### src/ttbd_pkg.sv
package ttbd_pkg;

  // table geometry: two trees, each TREE_ENTRIES deep
  localparam int TREE_ENTRIES = 512;
  localparam int IDX_W        = $clog2(TREE_ENTRIES);
  localparam int ADDR_W       = IDX_W + 1;
  localparam int RAM_DEPTH    = 2 * TREE_ENTRIES;
  localparam int ENTRY_W      = 9;
  localparam int NODE_W       = 8;
  localparam int SYM_W        = 8;
  localparam int BYTE_W       = 8;
  localparam int CNT_W        = $clog2(BYTE_W + 1);

  // symbols per half
  localparam int HALF_LENGTH  = 1 << 11;
  localparam int LEFT_W       = $clog2(HALF_LENGTH + 1);

  // input kinds
  localparam logic CMD_LOAD = 1'b0;
  localparam logic CMD_DATA = 1'b1;

  typedef enum logic [1:0] {
    ST_IDLE,
    ST_EVAL,
    ST_FLUSH
  } ttbd_state_t;

  // walker -> reconstruction
  typedef struct packed {
    logic             push;      // new leaf symbol enters the pending slot
    logic             flush;     // pending slot leaves as last of the byte
    logic [SYM_W-1:0] leaf_sym;
    logic             half;
    logic             half_end;
    logic             buf_done;
  } ttbd_evt_t;

  // reconstruction -> walker
  typedef struct packed {
    logic pend_valid;
    logic slot_free;
  } ttbd_stat_t;

  // entry index for a step from node on bit b, wrapped to the table size
  function automatic logic [IDX_W-1:0] lookup_idx(input logic [NODE_W-1:0] node,
                                                  input logic b);
    logic [NODE_W:0] t;
    t = {node, b};
    return IDX_W'(t);
  endfunction

endpackage

### src/ttbd_recon.sv
module ttbd_recon (
  input  logic                          clk,
  input  logic                          rst,
  input  ttbd_pkg::ttbd_evt_t           evt,
  output ttbd_pkg::ttbd_stat_t          stat,
  output logic                          m_tvalid,
  input  logic                          m_tready,
  output logic [ttbd_pkg::SYM_W-1:0]    m_tdata,
  output logic [1:0]                    m_tuser,
  output logic                          m_tlast
);

  import ttbd_pkg::*;

  logic [SYM_W-1:0] prev;
  logic [SYM_W-1:0] prev_next;
  logic             pend_valid;
  logic [SYM_W-1:0] pend_sym;
  logic             pend_half;
  logic             pend_done;
  logic             slot_free;
  logic             move;

  assign slot_free = !m_tvalid || m_tready;
  assign move      = (evt.push && pend_valid) || evt.flush;
  assign prev_next = evt.half ? (prev ^ evt.leaf_sym) : (prev + evt.leaf_sym);

  assign stat.pend_valid = pend_valid;
  assign stat.slot_free  = slot_free;

  always_ff @(posedge clk) begin
    if (rst) begin
      prev       <= '0;
      pend_valid <= 1'b0;
      m_tvalid   <= 1'b0;
    end else begin
      if (evt.push) begin
        prev       <= evt.half_end ? '0 : prev_next;
        pend_valid <= 1'b1;
      end else if (evt.flush) begin
        pend_valid <= 1'b0;
      end
      if (move) begin
        m_tvalid <= 1'b1;
      end else if (m_tready) begin
        m_tvalid <= 1'b0;
      end
    end
    if (evt.push) begin
      pend_sym  <= prev_next;
      pend_half <= evt.half;
      pend_done <= evt.buf_done;
    end
    if (move) begin
      m_tdata <= pend_sym;
      m_tuser <= {pend_done, pend_half};
      m_tlast <= evt.flush;
    end
  end

  a_push_room: assert property (@(posedge clk) disable iff (rst)
    evt.push && pend_valid |-> slot_free)
    else $error("pending symbol overwritten while output busy");

  a_flush_has_data: assert property (@(posedge clk) disable iff (rst)
    evt.flush |-> pend_valid && slot_free)
    else $error("flush without pending symbol or free output");

  a_push_flush_excl: assert property (@(posedge clk) disable iff (rst)
    !(evt.push && evt.flush))
    else $error("push and flush in the same cycle");

  a_move_loads: assert property (@(posedge clk) disable iff (rst)
    move |=> m_tvalid)
    else $error("output register not loaded after move");

endmodule

### config.mk
export PLATFORM = sky130hd
export DESIGN_NAME = ttbd_recon
export DESIGN_NICKNAME = d
export VERILOG_FILES = /design/src/ttbd_pkg.sv /design/src/ttbd_recon.sv
export SDC_FILE = /design/constraint.sdc
export NUM_CORES = 1
export LEC_CHECK = 0
export BUFFER_PORTS_ARGS = -buffer_cell sky130_fd_sc_hd__buf_2
export CAP_MARGIN = 10
export CORE_MARGIN = 1
export CORE_UTILIZATION = 40
export CTS_CLUSTER_DIAMETER = 120
export DETAILED_ROUTE_END_ITERATION = 10
export SETUP_SLACK_MARGIN = 0.5
export SYNTH_ARGS = -nofsm -noshare
export SYNTH_HDL_FRONTEND = slang
export SYNTH_SLANG_ARGS = --single-unit
### constraint.sdc
create_clock -name clk -period 2 [get_ports clk]
set_input_delay 0.4 -clock clk [delete_from_list [all_inputs] [get_ports clk]]
set_output_delay 0.4 -clock clk [all_outputs]
set_load 0.02 [all_outputs]
== Word level (Yosys, flattened, before mapping) ==
Cells that the tools add are included.
Cells by class
  mux-type cells: 6
  bitwise operators: 1
  reductions and logical operators: 6
  add/sub/neg operators: 1
Operators by type and width (count)
  two-way mux 8 bit: 2
  adder 8 bit: 1
  bitwise XOR 8 bit: 1
  two-way mux 1 bit: 4
  nonzero test 2 bit: 2
  logical OR 1 bit: 2
  logical AND 1 bit: 1
  logical NOT 1 bit: 1
Word-level totals
  register bits after elaboration: 31
  output and inout port bits: 14

== Logic depth before layout (Yosys ltp) ==
Gate-level depths: netlist (run 1).
  depth in word-level cells: 3
  gate-level depth with buffers: 7
  gate-level depth less buffers: 7

== Least setup slack after synthesis (run 1) ==
OpenSTA, ideal clock, no wires.
  path kind: input to register
  start point: input evt[3] (netlist bit)
  end point: register pend_sym[6] (data pin)
  setup slack: 0.134 ns
  stages on the path: 6
  setup time: 0.263 ns
  data arrival time: 1.603 ns
  cell sequence: ha_1 fa_1 a21oi_1 o22ai_1 a31oi_1 xnor2_1
Between the ends
  word-level cells in the longest chain between the ends: 2
Ends and longest elaborated chain
  from (decl): RTL line ttbd_recon.sv:4  | input ttbd_pkg::ttbd_evt_t evt,
  adder 8 bit: RTL line ttbd_recon.sv:26  | assign prev_next = evt.half ? (prev ^ evt.leaf_sym) : (prev + evt.leaf_sym);
  two-way mux 8 bit: RTL line ttbd_recon.sv:26
  net prev_next[6]: RTL line ttbd_recon.sv:16  | logic [SYM_W-1:0] prev_next;
  to (signal assigned): RTL line ttbd_recon.sv:50  | pend_sym <= prev_next;
  to (decl): RTL line ttbd_recon.sv:18  | logic [SYM_W-1:0] pend_sym;
The timed path passes the listed nets, and every way through them passes these cells.
A chain may end at the register's enable or synchronous reset.

== Final worst setup path (run 1) ==
  start point: register prev[1]
  end point: register prev[7]
Between the ends
  word-level cells in the longest chain between the ends: 3
Ends and longest elaborated chain
  from (decl): RTL line ttbd_recon.sv:15  | logic [SYM_W-1:0] prev;
  from (signal assigned): RTL line ttbd_recon.sv:38  | prev <= evt.half_end ? '0 : prev_next;
  adder 8 bit: RTL line ttbd_recon.sv:26
  two-way mux 8 bit: RTL line ttbd_recon.sv:26
  two-way mux 8 bit: RTL line ttbd_recon.sv:38
No other way between the ends.

==> results of run 1 <==
[flip-flops by register name, summed over array words and instances, names as in the netlist]
| name | count |
|---|---|
| pend_sym | 8 |
| m_tvalid | 1 |
| pend_valid | 1 |
| pend_half | 1 |
| m_tlast | 1 |
| m_tuser | 2 |
| pend_done | 1 |
| m_tdata | 8 |
| prev | 8 |
[path summary, 6_finish.rpt]
kind,endpoint,depth (start not counted)
max,prev[7],6
min,pend_done,1
max reg2reg,prev[7],6
min reg2reg,m_tdata[5],0
[cell usage after synthesis, types with 2 or more instances]
library cell,n,area share
dfxtp_1,10,0.14
a21oi_1,10,0.035
xnor2_1,3,0.019
buf_6,2,0.016
nand2_1,3,0.0079
nand3b_1,2,0.011
nor2_1,9,0.024
ha_1,7,0.062
xor2_1,3,0.019
edfxtp_1,21,0.44
nand2b_1,5,0.022
nor3b_1,2,0.011
a31oi_1,3,0.013
inv_1,3,0.0079
nor2b_1,5,0.022
buf_4,2,0.011
o211ai_2,2,0.018
a31o_2,2,0.012
[per-layer routing]
layer / wire, um / global-route usage
met1: 1080 / 0.175
met2: 1130 / 0.224
met3: 116 / 0.0504
met4: 43 / 0.0667
met5: 0 / 0
[power by group through the flow]
| stage | sequential (mW) | clock [mW] | combinational (mW) |
|---|---|---|---|
| after global routing | 0.766 | 0.362 | 0.260 |
| after floorplan | 0.802 | 0 | 0.130 |
| after detailed placement | 0.776 | 0 | 0.221 |
| after global placement | 0.775 | 0 | 0.217 |
| after CTS | 0.760 | 0.342 | 0.234 |
| final | 0.760 | 0.325 | 0.236 |
[cell type report]
cell class,instances,area [um2],area share
flip-flops and latches,31,838,0.467
clock inverters,2,7.51,0.00418
multi-input cells,72,663,0.370
repair buffers,33,175,0.0976
well taps,46,57.6,0.0321
inverters,3,11.3,0.00628
clock buffers,6,41.3,0.0230
[cell families after synthesis]
logic type               count (synthesis)  share of synthesized area
flip-flops                              31                      0.586
AND/OR/NAND/NOR                         32                      0.127
adder cells (fa/ha/maj)                  8                     0.0759
multiplexers                             1                    0.00794
buffers and inverters                    9                     0.0406
AO/OA/AOI/OAI                           25                      0.125
XOR/XNOR                                 6                     0.0371
[placed cells by master, fill, tap and decap left out, types with 2 or more instances in the layout]
| cell type | Yosys | final |
|---|---|---|
| buf_2 | 1 | 29 |
| nand2_1 | 3 | 3 |
| a21oi_1 | 10 | 6 |
| nor3b_1 | 2 | 2 |
| dfxtp_1 | 10 | 6 |
| nor2b_1 | 5 | 5 |
| clkbuf_4 | 0 | 5 |
| o211ai_2 | 2 | 2 |
| xnor2_1 | 3 | 3 |
| xor2_1 | 3 | 3 |
| nand3b_1 | 2 | 2 |
| inv_1 | 3 | 3 |
| ha_4 | 0 | 7 |
| edfxtp_1 | 21 | 21 |
| a21oi_2 | 0 | 4 |
| nor2_1 | 9 | 9 |
| nand2b_1 | 5 | 5 |
| buf_4 | 2 | 4 |
| a31oi_1 | 3 | 2 |
| clkinv_1 | 0 | 2 |
| dfxtp_2 | 0 | 3 |
| a31o_2 | 2 | 2 |
[timing repair]
item                                    in CTS  in global routing
endpoints found under the setup margin       8                 11
gates cloned                                 0                  0
buffers inserted                             2                  1
pin swaps                                    7                  5
resized for setup                            7                  2
==> impl_metrics.tcl, run 1 <==
set metrics [dict create \
    cp-end-kind "register" \
    initial_utilization 0.422 \
    via_count 942 \
    vias_per_cell 4.88 \
    clockRootBuffer "clkbuf_4" \
    grt_pass1_vias 808 \
    finalPower_mw 1.32 \
    finalSetupTns_ps 0 \
    p_sw_frac 0.260 \
    fin_skew_ps 11.5 \
    hold_buffers 0 \
    die_h_um 61.5 \
    power.share.sequential 0.575 \
    netlist_instances 112 \
    max-vdd-ir-drop_v 0.000250 \
    syn_to_final_growth_pct 26.6 \
    fin_crit_sh 0.879 \
    maxCapViolations 0 \
    track_usage 0.142 \
    grt_max_degree 15 \
    hold_viol 0 \
    synth-main-ff-cell "edfxtp_1" \
    ios 30 \
    seq_area_frac_synth 0.586 \
    cts_buffers 5 \
    drive_above_1_share 0.429 \
    path_cells "ha_4, a211oi_4, o211a_1, o211ai_2, or3b_1, a31oi_1" \
    path_buf_inv 0 \
    slowest_stage "or3b_1" \
    die_w_um 61.5 \
    postRouteAntennaNets 0 \
    htree_levels 2 \
    placed_cells 182 \
    nets 170 \
    rows 21 \
    cts_sinks 31 \
    cp_slowest_stage_delay_ps 370 \
    clk_pin_slew_ps 100 \
    grt_pass1_wl_um 3700 \
    syn_nets 136 \
    routedWlPerCell_um 12.3 \
    core_area_um2 3360 \
    slew_violations 0 \
    hp-start "evt[0]" \
    synth_edf_count 21 \
    path_class "register to register" \
    routabilityCongestion 0.800 \
    leakagePower_nw 0.676 \
    diodes 0 \
    grt_overflow 0 \
    hold_class "input pin to register" \
    cp.required_ps 2260 \
    setup_violations 0 \
    dieArea_um2 3790 \
    comb_power_share 0.179 \
    cts_tree "yes" \
    reg2reg_from "prev[1]" \
    avgSynthCellArea_um2 12.7 \
    ys_async_sr_fraction 0 \
    ys_seq_elements 31 \
    rrSetupSlack_ps 240 \
    yosys_warnings 0 \
    outcome "complete, no violations" \
    drt-pass1-iter-count 4 \
    fillers 318 \
    ys_types 36 \
    rsz0062_at_grt "yes" \
    finalNonFillerCells 193 \
    fin_crit_ps 1760 \
    hpwl_um 1760 \
    net-switching-power_mw 0.343 \
    insertion_delay_ps 330 \
    cpLargestDelayFamily "compound AO/OA/AOI/OAI gates" \
    timing.fmax_mhz 569 \
    p_int_mw 0.979 \
    setup_ws_ps 242 \
    relSlewSlack 0.632 \
    finalWirelength_um 2370 \
    stdcell_area_um2 1790 \
    clk_path_buf_depth 2 \
    drc 0 \
    worst_pin_slew_ps 551 \
    worstSetupStartpointType "register" \
    pre_cts_ws_ps -52.9 \
    first_iter_violations 18 \
    clockPowerShare 0.246 \
    power_density_nw_per_um2 737 \
    place_area_um2 1690 \
    port_buffers 29 \
    whs_ps 259 \
    crit_fanout 3 \
    fin_util 0.533 \
    cp-startpoint "prev[1]" \
    antenna_found_initial 0 \
    syn_area_um2 1420 \
    crit_arrival_ps 2020 \
]
(Power assumes the default switching activity.)
==> run 2, diff against run 1 <==
--- a/config.mk
+++ b/config.mk
@@ -7,7 +7,7 @@
 export LEC_CHECK = 0
 export BUFFER_PORTS_ARGS = -buffer_cell sky130_fd_sc_hd__buf_2
 export CAP_MARGIN = 10
-export CORE_MARGIN = 1
+export CORE_MARGIN = 4
 export CORE_UTILIZATION = 40
 export CTS_CLUSTER_DIAMETER = 120
 export DETAILED_ROUTE_END_ITERATION = 10
==> impl_metrics.tcl, run 2 (same netlist as run 1, synthesis figures left out) <==
set metrics [dict create \
    cts_buffers 5 \
    reg.largest.list "m_tdata x8, pend_sym x8, prev x8" \
    first_iter_violations 43 \
    routedWlPerCell_um 13.7 \
    port_buffers 29 \
    clockRootBuffer "clkbuf_4" \
    power_density_nw_per_um2 722 \
    rsz0062_at_grt "yes" \
    track_usage 0.128 \
    die_w_um 67.5 \
    use_met3 0.0300 \
    syn_to_final_growth_pct 31.0 \
    leakagePower_nw 0.706 \
    cp.required_ps 2060 \
    worst_pin_slew_ps 616 \
    fin_skew_ps 11.2 \
    finalWirelength_um 2700 \
    drt-pass1-iter-count 4 \
    initial_utilization 0.418 \
    clk_path_buf_depth 2 \
    core_area_um2 3390 \
    hpwl_um 2000 \
    grt_overflow 0 \
    max-vdd-ir-drop_v 0.000235 \
    dieArea_um2 4560 \
    relSlewSlack 0.588 \
    hold_viol 0 \
    whs_path_depth 1 \
    slowest_stage "or4_1" \
    path_class "register to register" \
    nets 175 \
    path_cells "ha_4, nor3_2, or4_1, o211ai_2, buf_4, xor2_1" \
    cts_sinks 31 \
    insertion_delay_ps 310 \
    setup_ws_ps 229 \
    grt_max_degree 15 \
    worst-path-stages 6 \
    cp-end-kind "register" \
    cp_slowest_stage_delay_ps 480 \
    timing.fmax_mhz 565 \
    die_h_um 67.5 \
    rr_worst_depth 6 \
    htree_levels 2 \
    drc 0 \
    setup_violations 0 \
    fillers 302 \
    place_area_um2 1700 \
    slew_violations 0 \
    crit_fanout 3 \
    grt_pass1_wl_um 4240 \
    grtUsageMet1 0.149 \
    pre_cts_ws_ps -20.8 \
    outcome "complete, no violations" \
    path_buf_inv 1 \
    drive_above_1_share 0.470 \
    maxCapViolations 0 \
    rrSetupSlack_ps 230 \
    busiest_layer "met2" \
    via_count 978 \
    grt_pass1_vias 952 \
    crit_arrival_ps 1840 \
    vias_per_cell 4.96 \
    cpLargestDelayFamily "simple AND/OR/NAND/NOR gates" \
    hold_class "input pin to register" \
    cts_tree "yes" \
    finalPower_mw 1.34 \
    layout_common_cells "buf_2 (29), edfxtp_1 (21), nor2_1 (9), buf_4 (8), ha_4 (7)" \
    stdcell_area_um2 1860 \
    worstSetupStartpointType "register" \
    fin_crit_ps 1770 \
    diodes 0 \
    rows 21 \
    clk_pin_slew_ps 90 \
    ios 30 \
    postRouteAntennaNets 0 \
    fin_util 0.548 \
    antenna_found_initial 0 \
    routabilityCongestion 0.789 \
    use_met2 0.222 \
    fin_crit_sh 0.885 \
    final_common_cell "buf_2" \
]
## run 2: final cells by class
cell class / count / area (um2) / share of cell area
timing repair buffer: 38 / 216 / 0.117
multi-input combinational: 72 / 687 / 0.370
inverter: 3 / 11.3 / 0.00606
sequential: 31 / 840 / 0.452
clock buffer: 7 / 45.0 / 0.0243
tap: 46 / 57.6 / 0.0310
## run 2: power breakdown
group          internal (mW)  switching (mW)  total, mW  leakage, nW
Sequential             0.744          0.0184      0.762        0.291
Clock                  0.132           0.182      0.315       0.0254
Combinational          0.123           0.140      0.263        0.390
## run 2: what timing repair did
action | 4_1_cts | 5_1_grt
pin swaps | 8 | 6
buffers inserted | 2 | 5
gates resized for setup | 9 | 6
hold buffers | 0 | 0
cloned | 0 | 0
endpoints found under the setup margin | 9 | 12
## run 2: worst paths after layout
path,endpoint,startpoint
worst max-delay path,pend_sym[7],prev[5]
worst min-delay path,pend_done,evt[0]
worst max register to register,pend_sym[7],prev[5]
worst min register to register,m_tdata[4],pend_sym[4]
## run 2: per-stage QoR
step	hold slack, ps	cells	TNS (ps)
after floorplan	400	112	0
after global placement	404	183	-4.23
after detailed placement	405	183	-20.8
after CTS	242	192	0
after global routing	246	197	0
final	267	197	0
## run 2: worst register-to-register path, stage by stage (launching register included)
cell and delay (ps):
dfxtp_2 350, ha_4 270, nor3_2 40, or4_1 480
o211ai_2 200, buf_4 140, xor2_1 50
## run 2: per-layer routing
| layer | routed length, um | share of wire |
|---|---|---|
| met1 | 1160 | 0.43 |
| met2 | 1390 | 0.51 |
| met3 | 100 | 0.037 |
| met4 | 48 | 0.018 |
| met5 | 0 | 0 |
