**src/ttbd_pkg.sv**
```systemverilog
package ttbd_pkg;

  // table geometry: two trees, each TREE_ENTRIES deep
  localparam int TREE_ENTRIES = 512;
  localparam int IDX_W        = $clog2(TREE_ENTRIES);
  localparam int ADDR_W       = IDX_W + 1;
  localparam int RAM_DEPTH    = 2 * TREE_ENTRIES;
  localparam int ENTRY_W      = 9;
  localparam int NODE_W       = 8;
  localparam int SYM_W        = 8;
  localparam int BYTE_W       = 8;
  localparam int CNT_W        = $clog2(BYTE_W + 1);

  // symbols per half
  localparam int HALF_LENGTH  = 1 << 11;
  localparam int LEFT_W       = $clog2(HALF_LENGTH + 1);

  // input kinds
  localparam logic CMD_LOAD = 1'b0;
  localparam logic CMD_DATA = 1'b1;

  typedef enum logic [1:0] {
    ST_IDLE,
    ST_EVAL,
    ST_FLUSH
  } ttbd_state_t;

  // walker -> reconstruction
  typedef struct packed {
    logic             push;      // new leaf symbol enters the pending slot
    logic             flush;     // pending slot leaves as last of the byte
    logic [SYM_W-1:0] leaf_sym;
    logic             half;
    logic             half_end;
    logic             buf_done;
  } ttbd_evt_t;

  // reconstruction -> walker
  typedef struct packed {
    logic pend_valid;
    logic slot_free;
  } ttbd_stat_t;

  // entry index for a step from node on bit b, wrapped to the table size
  function automatic logic [IDX_W-1:0] lookup_idx(input logic [NODE_W-1:0] node,
                                                  input logic b);
    logic [NODE_W:0] t;
    t = {node, b};
    return IDX_W'(t);
  endfunction

endpackage

```
**src/ttbd_walk.sv**
```systemverilog
module ttbd_walk (
  input  logic                            clk,
  input  logic                            rst,
  input  logic                            in_valid,
  output logic                            in_ready,
  input  logic                            in_cmd,
  input  logic                            in_sel,
  input  logic [ttbd_pkg::IDX_W-1:0]      in_idx,
  input  logic [ttbd_pkg::ENTRY_W-1:0]    in_val,
  input  logic [ttbd_pkg::BYTE_W-1:0]     in_byte,
  output logic                            ram_we,
  output logic [ttbd_pkg::ADDR_W-1:0]     ram_addr,
  output logic [ttbd_pkg::ENTRY_W-1:0]    ram_wdata,
  input  logic [ttbd_pkg::ENTRY_W-1:0]    ram_rdata,
  input  ttbd_pkg::ttbd_stat_t            stat,
  output ttbd_pkg::ttbd_evt_t             evt
);

  import ttbd_pkg::*;

  localparam logic [LEFT_W-1:0] LEFT_INIT = LEFT_W'(HALF_LENGTH);
  localparam logic [NODE_W-1:0] ROOT      = NODE_W'(1);
  localparam logic [CNT_W-1:0]  CNT_FULL  = CNT_W'(BYTE_W);
  localparam logic [CNT_W-1:0]  CNT_ONE   = CNT_W'(1);

  ttbd_state_t        state, state_next;
  logic [ADDR_W-1:0]  addr_q, addr_next;
  logic [BYTE_W-2:0]  shreg, shreg_next;   // bits still to walk, next one on top
  logic [CNT_W-1:0]   cnt, cnt_next;       // bits left incl. the one under lookup
  logic [NODE_W-1:0]  node, node_next;
  logic               half, half_next;
  logic [LEFT_W-1:0]  left, left_next;

  logic               leaf;
  logic               last_bit;
  logic               end_half;
  logic               can_push;
  logic [ENTRY_W-1:0] neg;

  assign leaf     = (ram_rdata == '0) || ram_rdata[ENTRY_W-1];
  assign neg      = ENTRY_W'(0) - ram_rdata;
  assign last_bit = (cnt == CNT_ONE);
  assign end_half = (left == LEFT_W'(1));
  assign can_push = !stat.pend_valid || stat.slot_free;
  assign ram_addr = addr_next;
  assign ram_wdata = in_val;

  always_ff @(posedge clk) begin
    if (rst) begin
      state <= ST_IDLE;
      node  <= ROOT;
      half  <= 1'b0;
      left  <= LEFT_INIT;
      cnt   <= '0;
    end else begin
      state <= state_next;
      node  <= node_next;
      half  <= half_next;
      left  <= left_next;
      cnt   <= cnt_next;
    end
    addr_q <= addr_next;
    shreg  <= shreg_next;
  end

  always_comb begin
    state_next = state;
    unique case (state)
      ST_IDLE: begin
        if (in_valid && in_cmd == CMD_DATA) state_next = ST_EVAL;
      end
      ST_EVAL: begin
        if (leaf) begin
          if (can_push && (end_half || last_bit)) state_next = ST_FLUSH;
        end else if (last_bit) begin
          state_next = stat.pend_valid ? ST_FLUSH : ST_IDLE;
        end
      end
      ST_FLUSH: begin
        if (stat.slot_free) state_next = ST_IDLE;
      end
      default: state_next = ST_IDLE;
    endcase
  end

  always_comb begin
    in_ready     = 1'b0;
    ram_we       = 1'b0;
    addr_next    = addr_q;
    shreg_next   = shreg;
    cnt_next     = cnt;
    node_next    = node;
    half_next    = half;
    left_next    = left;
    evt          = '0;
    evt.leaf_sym = neg[SYM_W-1:0];
    evt.half     = half;
    evt.half_end = end_half;
    evt.buf_done = end_half && half;
    unique case (state)
      ST_IDLE: begin
        in_ready = 1'b1;
        if (in_valid) begin
          if (in_cmd == CMD_LOAD) begin
            // every 9-bit index is inside the table
            ram_we    = 1'b1;
            addr_next = {in_sel, in_idx};
          end else begin
            addr_next  = {half, lookup_idx(node, in_byte[BYTE_W-1])};
            shreg_next = in_byte[BYTE_W-2:0];
            cnt_next   = CNT_FULL;
          end
        end
      end
      ST_EVAL: begin
        if (!leaf) begin
          node_next = ram_rdata[NODE_W-1:0];
          if (!last_bit) begin
            addr_next  = {half, lookup_idx(ram_rdata[NODE_W-1:0], shreg[BYTE_W-2])};
            shreg_next = {shreg[BYTE_W-3:0], 1'b0};
            cnt_next   = cnt - CNT_ONE;
          end
        end else if (can_push) begin
          evt.push  = 1'b1;
          node_next = ROOT;
          left_next = left - LEFT_W'(1);
          if (end_half) begin
            // rest of the byte is dropped; next half (or next buffer) starts
            half_next = ~half;
            left_next = LEFT_INIT;
          end else if (!last_bit) begin
            addr_next  = {half, lookup_idx(ROOT, shreg[BYTE_W-2])};
            shreg_next = {shreg[BYTE_W-3:0], 1'b0};
            cnt_next   = cnt - CNT_ONE;
          end
        end
        // stalled on a leaf: addr_q is read again so ram_rdata holds
      end
      ST_FLUSH: begin
        evt.flush = stat.slot_free;
      end
      default: ;
    endcase
  end

endmodule

```
**config.mk**
```make
export PLATFORM = sky130hd
export DESIGN_NAME = ttbd_walk
export DESIGN_NICKNAME = d
export VERILOG_FILES = /design/src/ttbd_pkg.sv /design/src/ttbd_walk.sv
export SDC_FILE = /design/constraint.sdc
export NUM_CORES = 1
export LEC_CHECK = 0
export BUFFER_PORTS_ARGS = -buffer_cell sky130_fd_sc_hd__buf_2
export CAP_MARGIN = 20
export CORE_MARGIN = 5
export CORE_UTILIZATION = 53
export CTS_BUF_LIST = sky130_fd_sc_hd__clkbuf_2
export CTS_CLUSTER_SIZE = 16
export DETAILED_ROUTE_END_ITERATION = 8
export PLACE_DENSITY = 0.86
export SKIP_CTS_REPAIR_TIMING = 1
export SLEW_MARGIN = 40
export SYNTH_ARGS = -nofsm -noshare
export SYNTH_HDL_FRONTEND = slang
export SYNTH_SLANG_ARGS = --single-unit
```
**constraint.sdc**
```tcl
create_clock -name clk -period 2.45 [get_ports clk]
set_clock_uncertainty 0.05 [all_clocks]
set_input_delay 0.245 -clock clk [delete_from_list [all_inputs] [get_ports clk]]
set_output_delay 0.245 -clock clk [all_outputs]
set_load 0.01 [all_outputs]
```
======== Yosys cells after proc, flatten, opt, wreduce, memory -nomap -nowiden ========
Cells that the tools add are included.
cells by class
  add/sub/neg operators ................... 3
  equal/unequal tests ..................... 13
  mux-type cells .......................... 40
  bitwise operators ....................... 1
  reductions and logical operators ........ 15
operators by type and width
  kind                   count
  $mux 10                7
  $mux 7                 6
  $mux 4                 6
  $pmux 10 s2            1
  $mux 8                 2
  $pmux 7 s2             1
  $eq 12x1->1 const B    1
  $mux 12                1
  $mux 2                 6
  $ne 3x3->1 const B     4
  $sub 12x1->12 const B  1
  $logic_not 9->1        1
  $mux 1                 8
  $ne 2x2->1 const B     4
  $pmux 4 s2             1
  $reduce_and 4->1       2
  $sub 1x8->8 const A    1
  $pmux 2 s3             1
  $reduce_and 5->1       1
  $eq 4x1->1 const B     1
  $sub 4x1->4 const B    1
  $logic_and 1x1->1      3
  $logic_or 1x1->1       3
  $reduce_and 3->1       1
  8 further kinds        8
word-level totals
  register bits after elaboration ......... 44
  input bits .............................. 42
  output and inout bits ................... 34

======== Longest topological paths before layout ========
Gate-level depths: netlist of run 1.
  depth after elaboration ................. 6
  mapped depth ............................ 9
  gate-level depth less buffers ........... 8

======== Least setup slack after synthesis of run 1 ========
OpenSTA, ideal clock, no wires.
  path type ............................... reg2out
  start ................................... reg cnt[1]
  end ..................................... out ram_addr[3] in the netlist's numbering
  arrival time ............................ 1.675 ns
  data required time ...................... 2.155 ns
  setup slack ............................. 0.480 ns
  cell stages (with the launch flop) ...... 7
  cells stage by stage .................... dfxtp_1 > inv_1 > ha_1 > nor3b_1 > o21ba_2 > o21ai_4 > a221o_1
on the way
  longest elaborated chain between the ends .. 6
ends and longest elaborated chain
  element                   RTL line          source
  start: declaration        ttbd_walk.sv:29   logic [CNT_W-1:0] cnt, cnt_next;
  start signal: assignment  ttbd_walk.sv:60   cnt <= cnt_next;
  $eq 4x1->1 *              ttbd_walk.sv:42   assign last_bit = (cnt == CNT_ONE);
  $mux 10                   ttbd_walk.sv:131  end else if (!last_bit) begin
  $mux 10                   ttbd_walk.sv:127  if (end_half) begin
  $mux 10                   ttbd_walk.sv:123  end else if (can_push) begin
  $mux 10 *                 ttbd_walk.sv:116  if (!leaf) begin
  $pmux 10 s2 *             ttbd_walk.sv:100  unique case (state)
  end: declaration          ttbd_walk.sv:12   output logic [ttbd_pkg::ADDR_W-1:0] ram_addr,
Mark *: on every way between the ends. The rest lies on a longest branch, timed or not.

======== Worst setup path in the final report of run 1 ========
  start ................................... reg left[1]
  end ..................................... out ram_addr[3] in the netlist's numbering
on the way
  longest elaborated chain between the ends .. 5
ends and longest elaborated chain
  element                   RTL line          source
  start: declaration        ttbd_walk.sv:32   logic [LEFT_W-1:0] left, left_next;
  start signal: assignment  ttbd_walk.sv:59   left <= left_next;
  $eq 12x1->1               ttbd_walk.sv:43   assign end_half = (left == LEFT_W'(1));
  $mux 10                   ttbd_walk.sv:127
  $mux 10                   ttbd_walk.sv:123
  $mux 10                   ttbd_walk.sv:116
  $pmux 10 s2               ttbd_walk.sv:100
Every way passes these cells.

==> results of run 1 <==
-- final timing paths --
path                        start  slack [ns]  cells after the start             endpoint
min reg2reg     addr_q[2]$_DFF_P_        0.43                      1    addr_q[2]$_DFF_P_
max reg2reg  left[1]$_SDFFE_PP0P_        0.43                      8  cnt[1]$_SDFFE_PP0P_
max          left[1]$_SDFFE_PP0P_       -0.12                      9          ram_addr[3]
min                    in_byte[2]        0.04                      3   shreg[2]$_DFFE_PP_
-- cells in the final DEF (no fill, tap or decap), types with 6 or more instances in the layout --
cell and instances:
buf_2 57, nor2_1 43, dfxtp_1 34, nand2_1 24, buf_4 15, mux2i_1 11
a21oi_1 10, xnor2_1 9, inv_1 8, a221o_1 8, a22oi_1 8, clkbuf_2 7
edfxtp_1 7, nand2b_1 6, o21ai_0 6
-- state kept, by name (all words and copies together) (netlist names) --
| register | cells |
|---|---|
| addr_q | 10 |
| cnt | 4 |
| shreg | 7 |
| node | 8 |
| half | 1 |
| left | 12 |
| state | 2 |
-- final cells by class --
type | instances | area (um^2) | share of cell area
tap | 52 | 65.1 | 0.0224
multi-input combinational | 194 | 1390 | 0.477
inverter | 11 | 41.3 | 0.0142
clock buffer | 7 | 35.0 | 0.0120
clock inverter | 1 | 5.00 | 0.00172
timing repair buffer | 74 | 420 | 0.145
sequential | 44 | 955 | 0.328
-- cells in the mapped netlist (all sizes together) (8+ instances only) --
cell type / count
a221o: 8
mux2i: 11
a22oi: 8
nand2: 24
xnor2: 9
buf: 19
dfxtp: 37
a21oi: 10
nor2: 45
inv: 11
o21ai: 8
nor3: 8
-- power breakdown --
group	leakage [nW]	total, W	switching, W	internal [W]
registers	0.371	0.000837	0.0000383	0.000798
clock network	0.0330	0.000309	0.000231	0.0000778
logic	0.858	0.000416	0.000230	0.000186
total	1.26	0.00156	0.000499	0.00106
-- stage by stage --
step | cell area [um^2] | utilization | power [W] | setup TNS [ns]
4_1_cts | 2770 | 0.627 | 0.00153 | -3.09
2_1_floorplan | 2460 | - | 0.00111 | 0
3_3_place_gp | 2730 | 0.618 | 0.00121 | 0
6_report | 2910 | 0.659 | 0.00156 | -0.970
3_5_place_dp | 2730 | 0.618 | 0.00123 | 0
5_1_grt | 2910 | 0.659 | 0.00164 | -2.24
-- cells by family (layout without fill, tap and decap cells) --
family	count (synthesis)	in the layout	share of synthesized area
compound gates	50	50	0.163
xor+xnor	14	14	0.0499
fa+ha+maj	5	5	0.0255
buf+inv	32	93	0.0764
flops	44	44	0.387
mux	11	11	0.0448
simple gates	114	114	0.254
-- per-layer routing --
| layer | up-vias | wire [um] |
|---|---|---|
| met3 | 15 | 395 |
| li1 | 1062 | - |
| met1 | 1079 | 2460 |
| met5 | - | 0 |
| met2 | 67 | 3130 |
| met4 | 0 | 158 |
-- worst reg2reg max path, stage by stage (launching register included) --
cell and delay [ns]:
dfxtp_2 0.39, inv_2 0.07, ha_4 0.12, nor4b_4 0.27, a31oi_4 0.14, buf_4 0.16, o31ai_2 0.32, inv_2 0.19
a211oi_2 0.23
==> flow_metrics.env, run 1 <==
export IMPL_grt_remaining_overflow=0
export IMPL_required_ns=2.15
export IMPL_rows=24
export IMPL_crit_buf_inv=3
export IMPL_synth_area_leader_cell="dfxtp_1"
export IMPL_end_kind="output port"
export IMPL_clk_pin_slew_worst_paths_ns=0.23
export IMPL_ant_nets=0
export IMPL_ctsLongestPathBuffers=2
export IMPL_wire_per_inst_um=16.1
export IMPL_port_buffers=57
export IMPL_io_pins=76
export IMPL_use_met1=0.225
export IMPL_drive_gt1_frac=0.338
export IMPL_clock_latency_ns=0.42
export IMPL_fmax_ghz=0.389
export IMPL_fin_cells=383
export IMPL_fin_crit_sh=1.05
export IMPL_max_slew_margin=0.630
export IMPL_antenna_found_initial=0
export IMPL_syn_area_mm2=0.00246
export IMPL_synth_edf_count=7
export IMPL_path_cells="inv_2, ha_4, nor4b_4, a31oi_4, o21ba_4, o21ai_4, buf_6, a221o_1, buf_2"
export IMPL_place_gp_congestion=0.848
export IMPL_cts_made_buffers=5
export IMPL_drc=0
export IMPL_hold_viol=0
export IMPL_dpl_cell_count=367
export IMPL_path_delay_family="compound AO/OA/AOI/OAI gates"
export IMPL_drt_initial_drc_count=204
export IMPL_maxSlewViolCount=0
export IMPL_ctsHtreeMaxLevel=2
export IMPL_grt_max_degree=19
export IMPL_num_vias=2223
export IMPL_path_class="flip-flop to output port"
export IMPL_min_path_type="input pin to flip-flop"
export IMPL_setup_violations_final=10
export IMPL_yosys_warnings=0
export IMPL_leakage_nw=1.26
export IMPL_tritoncts="yes"
export IMPL_worst_slack_ns=-0.119
export IMPL_synth_cell_types=58
export IMPL_core_mm2=0.00441
export IMPL_die_x_um=78.1
export IMPL_track_usage=0.191
export IMPL_status="complete, but fails checks"
export IMPL_ys_async_sr_fraction=0
export IMPL_syn_inst=270
export IMPL_nFillCells=334
export IMPL_nNetsFinal=377
export IMPL_via_per_inst=5.80
export IMPL_critPathMaxFanout=4
export IMPL_grt_pass1_vias=2107
export IMPL_cts_root_buf="clkbuf_2"
export IMPL_grt_pass1_wl_um=9630
export IMPL_avgSynthCellArea_um2=9.10
export IMPL_grt_use_met3=0.0469
export IMPL_holdWs_ns=0.0356
export IMPL_start_util=0.556
export IMPL_ys_seq_area_frac=0.387
export IMPL_rsz0062_at_grt="yes"
export IMPL_violations="negative setup slack"
export IMPL_synth_nets=317
export IMPL_maxCapViolations=0
export IMPL_yosys_register_bits=44
export IMPL_slowest_stage="dfxtp_2"
export IMPL_pre_cts_slack_ns=0.157
export IMPL_ys_flop_type="dfxtp_1"
export IMPL_dieArea_mm2=0.00610
export IMPL_netlist_area_leader_share=0.302
export IMPL_wl_um=6150
export IMPL_start_kind="flip-flop"
export IMPL_syn_to_final_growth_pct=18.4
export IMPL_critPathArrivalTime_ns=2.27
export IMPL_busiest_layer="met2"
export IMPL_diodes=0
export IMPL_worstMarginPinSlew_ns=0.550
export IMPL_dr_pass1_iters=4
export IMPL_synthTopCellsByArea="dfxtp_1 30%, edfxtp_1 8.6%, nor2_1 6.6%"
export IMPL_max_stage_delay_ns=0.39
export IMPL_fin_crit_ns=2.57
export IMPL_power_density_mw_per_mm2=537
export IMPL_worst_ir_drop_vdd_v=0.000300
export IMPL_use_met2=0.330
export IMPL_die_y_um=78.1
export IMPL_clock_sinks=44
export IMPL_dp_hpwl_um=4480
No activity file was read; power rests on OpenSTA's default activity.
==> run 2, diff against run 1 <==
- CORE_UTILIZATION: 53 -> 48
- GPL_TIMING_DRIVEN: unset -> 0
- PLACE_DENSITY: 0.86 -> 0.78
- clock period: 2.45 -> 2.1 ns (I/O delays scaled with it)
==> run 2 against run 1 <==
- the run ends with negative hold slack, negative setup slack left
- register-to-register slack lost 0.31 ns
- final area grew 8.4%
- combinational power grew 26%
- clock-buffer cell count shrank 1
- largest power group unchanged
==> flow_metrics.env, run 2 (synthesis results as in run 1) <==
export IMPL_status="complete, but fails checks"
export IMPL_violations="negative hold slack, negative setup slack"
export IMPL_ant_nets=0
export IMPL_clock_latency_ns=0.43
export IMPL_rsz0062_at_grt="yes"
export IMPL_nNetsFinal=401
export IMPL_wire_per_inst_um=15.7
export IMPL_ctsLongestPathBuffers=2
export IMPL_setup_violations_final=12
export IMPL_drive_gt1_frac=0.372
export IMPL_final_util=0.625
export IMPL_drc=0
export IMPL_clk_pin_slew_worst_paths_ns=0.22
export IMPL_place_gp_congestion=0.840
export IMPL_die_y_um=81.5
export IMPL_nFillCells=390
export IMPL_port_buffers=64
export IMPL_worstMarginPinSlew_ns=0.754
export IMPL_cts_made_buffers=5
export IMPL_critPathArrivalTime_ns=2.34
export IMPL_required_ns=1.84
export IMPL_die_x_um=81.5
export IMPL_grt_max_degree=14
export IMPL_io_pins=76
export IMPL_worst_slack_ns=-0.499
export IMPL_layout_area_seq_um2=961
export IMPL_largest_reg_flops=12
export IMPL_fin_crit_ns=2.60
export IMPL_diodes=0
export IMPL_fin_crit_sh=1.24
export IMPL_reg2reg_slack_ns=0.12
export IMPL_multi_input_area_mm2=0.00141
export IMPL_maxCapViolations=0
export IMPL_wl_um=6660
export IMPL_reg_top3="left: 12 flops, addr_q: 10 flops, node: 8 flops"
export IMPL_worst_ir_drop_vdd_v=0.000443
export IMPL_total_power_w=0.00200
export IMPL_min_path_type="input pin to flip-flop"
export IMPL_path_class="flip-flop to output port"
export IMPL_hold_path_end="shreg[2]$_DFFE_PP_"
export IMPL_layout_commonest_cell="buf_2"
export IMPL_start_kind="flip-flop"
export IMPL_hold_start="in_byte[2]"
export IMPL_grt_pass1_vias=2200
export IMPL_r2r_start="left[5]$_SDFFE_PP0P_"
export IMPL_reg2reg_depth=8
export IMPL_cts_root_buf="clkbuf_2"
export IMPL_hold_depth=3
export IMPL_clock_sinks=44
export IMPL_drt_initial_drc_count=174
export IMPL_dr_pass1_iters=4
export IMPL_critical_path_reg2reg_endpoint="left[11]$_SDFFE_PP1P_"
export IMPL_tritoncts="yes"
export IMPL_leakage_nw=1.38
export IMPL_dp_hpwl_um=4650
export IMPL_num_vias=2346
export IMPL_fmax_ghz=0.385
export IMPL_finish_instance_area_mm2=0.00315
export IMPL_core_mm2=0.00504
export IMPL_placed_cell_area_mm2=0.00286
export IMPL_regMostFlops="left"
export IMPL_grt_pass1_wl_um=9690
export IMPL_hold_viol=2
export IMPL_dieArea_mm2=0.00665
export IMPL_maxSlewViolCount=0
export IMPL_end_kind="output port"
export IMPL_ctsHtreeMaxLevel=2
export IMPL_pre_cts_slack_ns=-0.279
export IMPL_syn_to_final_growth_pct=28.4
export IMPL_layout_common_cells="63 x buf_2, 43 x nor2_1, 31 x dfxtp_1, 24 x nand2_1, 20 x buf_4"
export IMPL_track_usage=0.185
export IMPL_start_util=0.487
export IMPL_rows=26
export IMPL_critPathMaxFanout=4
export IMPL_grt_remaining_overflow=0
export IMPL_holdWs_ns=-0.0209
export IMPL_max_slew_margin=0.498
export IMPL_antenna_found_initial=0
export IMPL_power_density_mw_per_mm2=633
export IMPL_via_per_inst=5.52
==> run 2: area by class of cell <==
class | instances | share of cell area
clock inverters | 2 | 0.0111
flip-flops and latches | 44 | 0.305
clock buffers | 6 | 0.00952
multi-input cells | 195 | 0.448
well taps | 70 | 0.0278
repair buffers | 76 | 0.136
plain buffers | 21 | 0.0492
inverters | 11 | 0.0131
==> run 2: worst max-delay path by stage <==
stage	to	from	slack, ns
floorplan	ram_addr[3]	cnt[1]$_SDFFE_PP0P_	0.17
global placement	ram_addr[5]	cnt[0]$_SDFFE_PP0P_	-0.26
detailed placement	ram_addr[4]	cnt[0]$_SDFFE_PP0P_	-0.28
CTS	ram_addr[4]	cnt[0]$_SDFFE_PP0P_	-0.81
global route	ram_addr[4]	left[1]$_SDFFE_PP0P_	-0.63
finish	ram_addr[3]	left[1]$_SDFFE_PP0P_	-0.50
==> run 2: worst max-delay path: stages, from the launching register on <==
cell,delay [ns]
dfxtp_2,0.39
inv_2,0.07
ha_4,0.12
nor4b_4,0.28
a31oi_4,0.14
o21ba_4,0.27
o21ai_2,0.26
a221o_1,0.24
buf_2,0.14
==> run 2: power breakdown <==
part | switching (W) | internal [W]
Combinational | 0.000286 | 0.000239
Sequential | 0.0000486 | 0.000931
Clock | 0.000286 | 0.000204
==> run 2: per-stage QoR <==
stage	hold WS [ns]	TNS [ns]	std cells
floorplan	0.321	0	270
global placement	0.379	-2.36	404
detailed placement	0.386	-2.48	404
CTS	-0.0278	-8.95	412
global route	0.00537	-6.34	425
finish	-0.0209	-4.69	425
==> run 2: metal layers <==
metal / GRT usage / vias to the layer above / share of wire
met1: 0.210 / 1139 / 0.41
met4: 0.0845 / 0 / 0.015
met2: 0.327 / 82 / 0.53
met3: 0.0406 / 12 / 0.053
li1: - / 1113 / -
met5: 0 / - / 0
==> run 3, diff against run 2 <==
- REMOVE_ABC_BUFFERS: unset -> 1
- clock period: 2.1 -> 2.3 ns (I/O delays scaled with it)
==> run 3 against run 2 <==
- the flow finishes with violations (negative setup slack)
- first-iteration DRC count down 1.7%
- final cell count down 6.4%
- clock power down 10%
- sequential power down 8.8%
- setup slack better by 0.24 ns
- worst hold slack better by 0.022 ns
- utilization down 3.4 points
- critical path type unchanged
==> flow_metrics.env, run 3 (synthesis results as in run 1) <==
export IMPL_status="complete, but fails checks"
export IMPL_violations="negative setup slack"
export IMPL_drt_initial_drc_count=171
export IMPL_critPathArrivalTime_ns=2.28
export IMPL_worst_slack_ns=-0.264
export IMPL_via_per_inst=5.46
export IMPL_placed_cell_area_mm2=0.00268
export IMPL_setup_violations_final=13
export IMPL_wire_per_inst_um=15.6
export IMPL_rows=26
export IMPL_nFillCells=432
export IMPL_num_vias=2175
export IMPL_comb_power_share=0.248
export IMPL_die_x_um=81.5
export IMPL_fmax_ghz=0.390
export IMPL_swShare=0.305
export IMPL_dr_pass1_iters=4
export IMPL_worstMarginPinSlew_ns=0.614
export IMPL_dp_hpwl_um=4160
export IMPL_max_slew_margin=0.591
export IMPL_start_kind="flip-flop"
export IMPL_p_switching_w=0.000541
export IMPL_maxCapViolations=0
export IMPL_io_pins=76
export IMPL_track_usage=0.181
export IMPL_grt_pass1_wl_um=9380
export IMPL_dieArea_mm2=0.00665
export IMPL_reg2reg_depth=5
export IMPL_grt_use_met3=0.0417
export IMPL_port_buffers=57
export IMPL_syn_to_final_growth_pct=21.3
export IMPL_path_class="flip-flop to output port"
export IMPL_place_gp_congestion=0.858
export IMPL_hold_viol=0
export IMPL_p_int_w=0.00124
export IMPL_end_kind="output port"
export IMPL_start_util=0.487
export IMPL_total_power_w=0.00178
export IMPL_tritoncts="yes"
export IMPL_ctsHtreeMaxLevel=2
export IMPL_leakage_nw=1.26
export IMPL_clockPowerShare=0.249
export IMPL_ant_nets=0
export IMPL_required_ns=2.02
export IMPL_antenna_found_initial=0
export IMPL_layout_area_seq_um2=956
export IMPL_p_seq_frac=0.503
export IMPL_clock_latency_ns=0.42
export IMPL_drc=0
export IMPL_die_y_um=81.5
export IMPL_regMostFlops="left"
export IMPL_reg_top3="left: 12 flops, addr_q: 10 flops, node: 8 flops"
export IMPL_rsz0062_at_grt="yes"
export IMPL_hold_depth=3
export IMPL_use_met1=0.242
export IMPL_use_met2=0.289
export IMPL_diodes=0
export IMPL_largest_reg_flops=12
export IMPL_critPathMaxFanout=4
export IMPL_ctsLongestPathBuffers=2
export IMPL_power_density_mw_per_mm2=596
export IMPL_fin_crit_ns=2.56
export IMPL_layout_common_cells="56 x buf_2, 43 x nor2_1, 33 x dfxtp_1, 24 x nand2_1, 11 x mux2i_1"
export IMPL_drive_gt1_frac=0.338
export IMPL_grt_pass1_vias=1956
export IMPL_fin_crit_sh=1.11
export IMPL_wl_um=6190
export IMPL_finish_instance_area_mm2=0.00298
export IMPL_nNetsFinal=374
export IMPL_min_path_type="input pin to flip-flop"
export IMPL_cts_made_buffers=5
export IMPL_maxSlewViolCount=0
export IMPL_layout_commonest_cell="buf_2"
export IMPL_grt_remaining_overflow=0
export IMPL_busiest_layer="met2"
export IMPL_core_mm2=0.00504
export IMPL_grt_max_degree=19
export IMPL_cts_root_buf="clkbuf_2"
export IMPL_worst_ir_drop_vdd_v=0.000275
export IMPL_multi_input_area_mm2=0.00143
export IMPL_clk_pin_slew_worst_paths_ns=0.24
export IMPL_clock_sinks=44
-- run 3: final cells by class --
class,instances,area share
tap,70,0.0294
clock inverter,2,0.0118
inverter,11,0.0139
timing repair buffer,70,0.134
multi-input combinational,195,0.480
sequential,44,0.321
clock buffer,6,0.0101
-- run 3: worst paths after layout --
kind / slack [ns] / start / endpoint
worst max register to register: -0.14 / state[0]$_SDFFE_PP0P_ / left[11]$_SDFFE_PP1P_
worst min-delay path: 0.001 / in_byte[1] / shreg[1]$_DFFE_PP_
worst min register to register: 0.44 / addr_q[2]$_DFF_P_ / addr_q[2]$_DFF_P_
worst max-delay path: -0.26 / left[1]$_SDFFE_PP0P_ / ram_addr[9]
-- run 3: power by group through the flow --
stage          combinational (W)  sequential [W]  clock, W
6_report                0.000441        0.000894  0.000442
3_5_place_dp            0.000383        0.000900         0
3_3_place_gp            0.000375        0.000898         0
4_1_cts                 0.000385        0.000885  0.000446
5_1_grt                 0.000484        0.000902  0.000480
2_1_floorplan           0.000253        0.000891         0
-- run 3: critical path, cell delays in order, from the launching register on --
cell and delay, ns:
dfxtp_2 0.39, inv_2 0.08, ha_4 0.12, nor4b_4 0.23
a31oi_2 0.17, buf_4 0.18, o21a_1 0.20, a221o_1 0.37
buf_2 0.15
-- run 3: layer usage --
layer | vias up | part of all wire
li1 | 1070 | -
met1 | 1021 | 0.43
met2 | 75 | 0.49
met3 | 9 | 0.068
met4 | 0 | 0.014
met5 | - | 0
-- run 3: metrics by stage --
| stage | std cells | hold slack, ns | setup TNS (ns) | utilization | setup WS, ns |
|---|---|---|---|---|---|
| 2_1_floorplan | 249 | 0.249 | 0 | - | 0.250 |
| 5_1_grt | 398 | 0.00637 | -4.18 | 0.591 | -0.374 |
| 4_1_cts | 384 | 0.00264 | -8.03 | 0.545 | -0.612 |
| 3_3_place_gp | 376 | 0.383 | -2.29 | 0.532 | -0.191 |
| 3_5_place_dp | 376 | 0.389 | -2.97 | 0.532 | -0.315 |
| 6_report | 398 | 0.00113 | -2.04 | 0.591 | -0.264 |
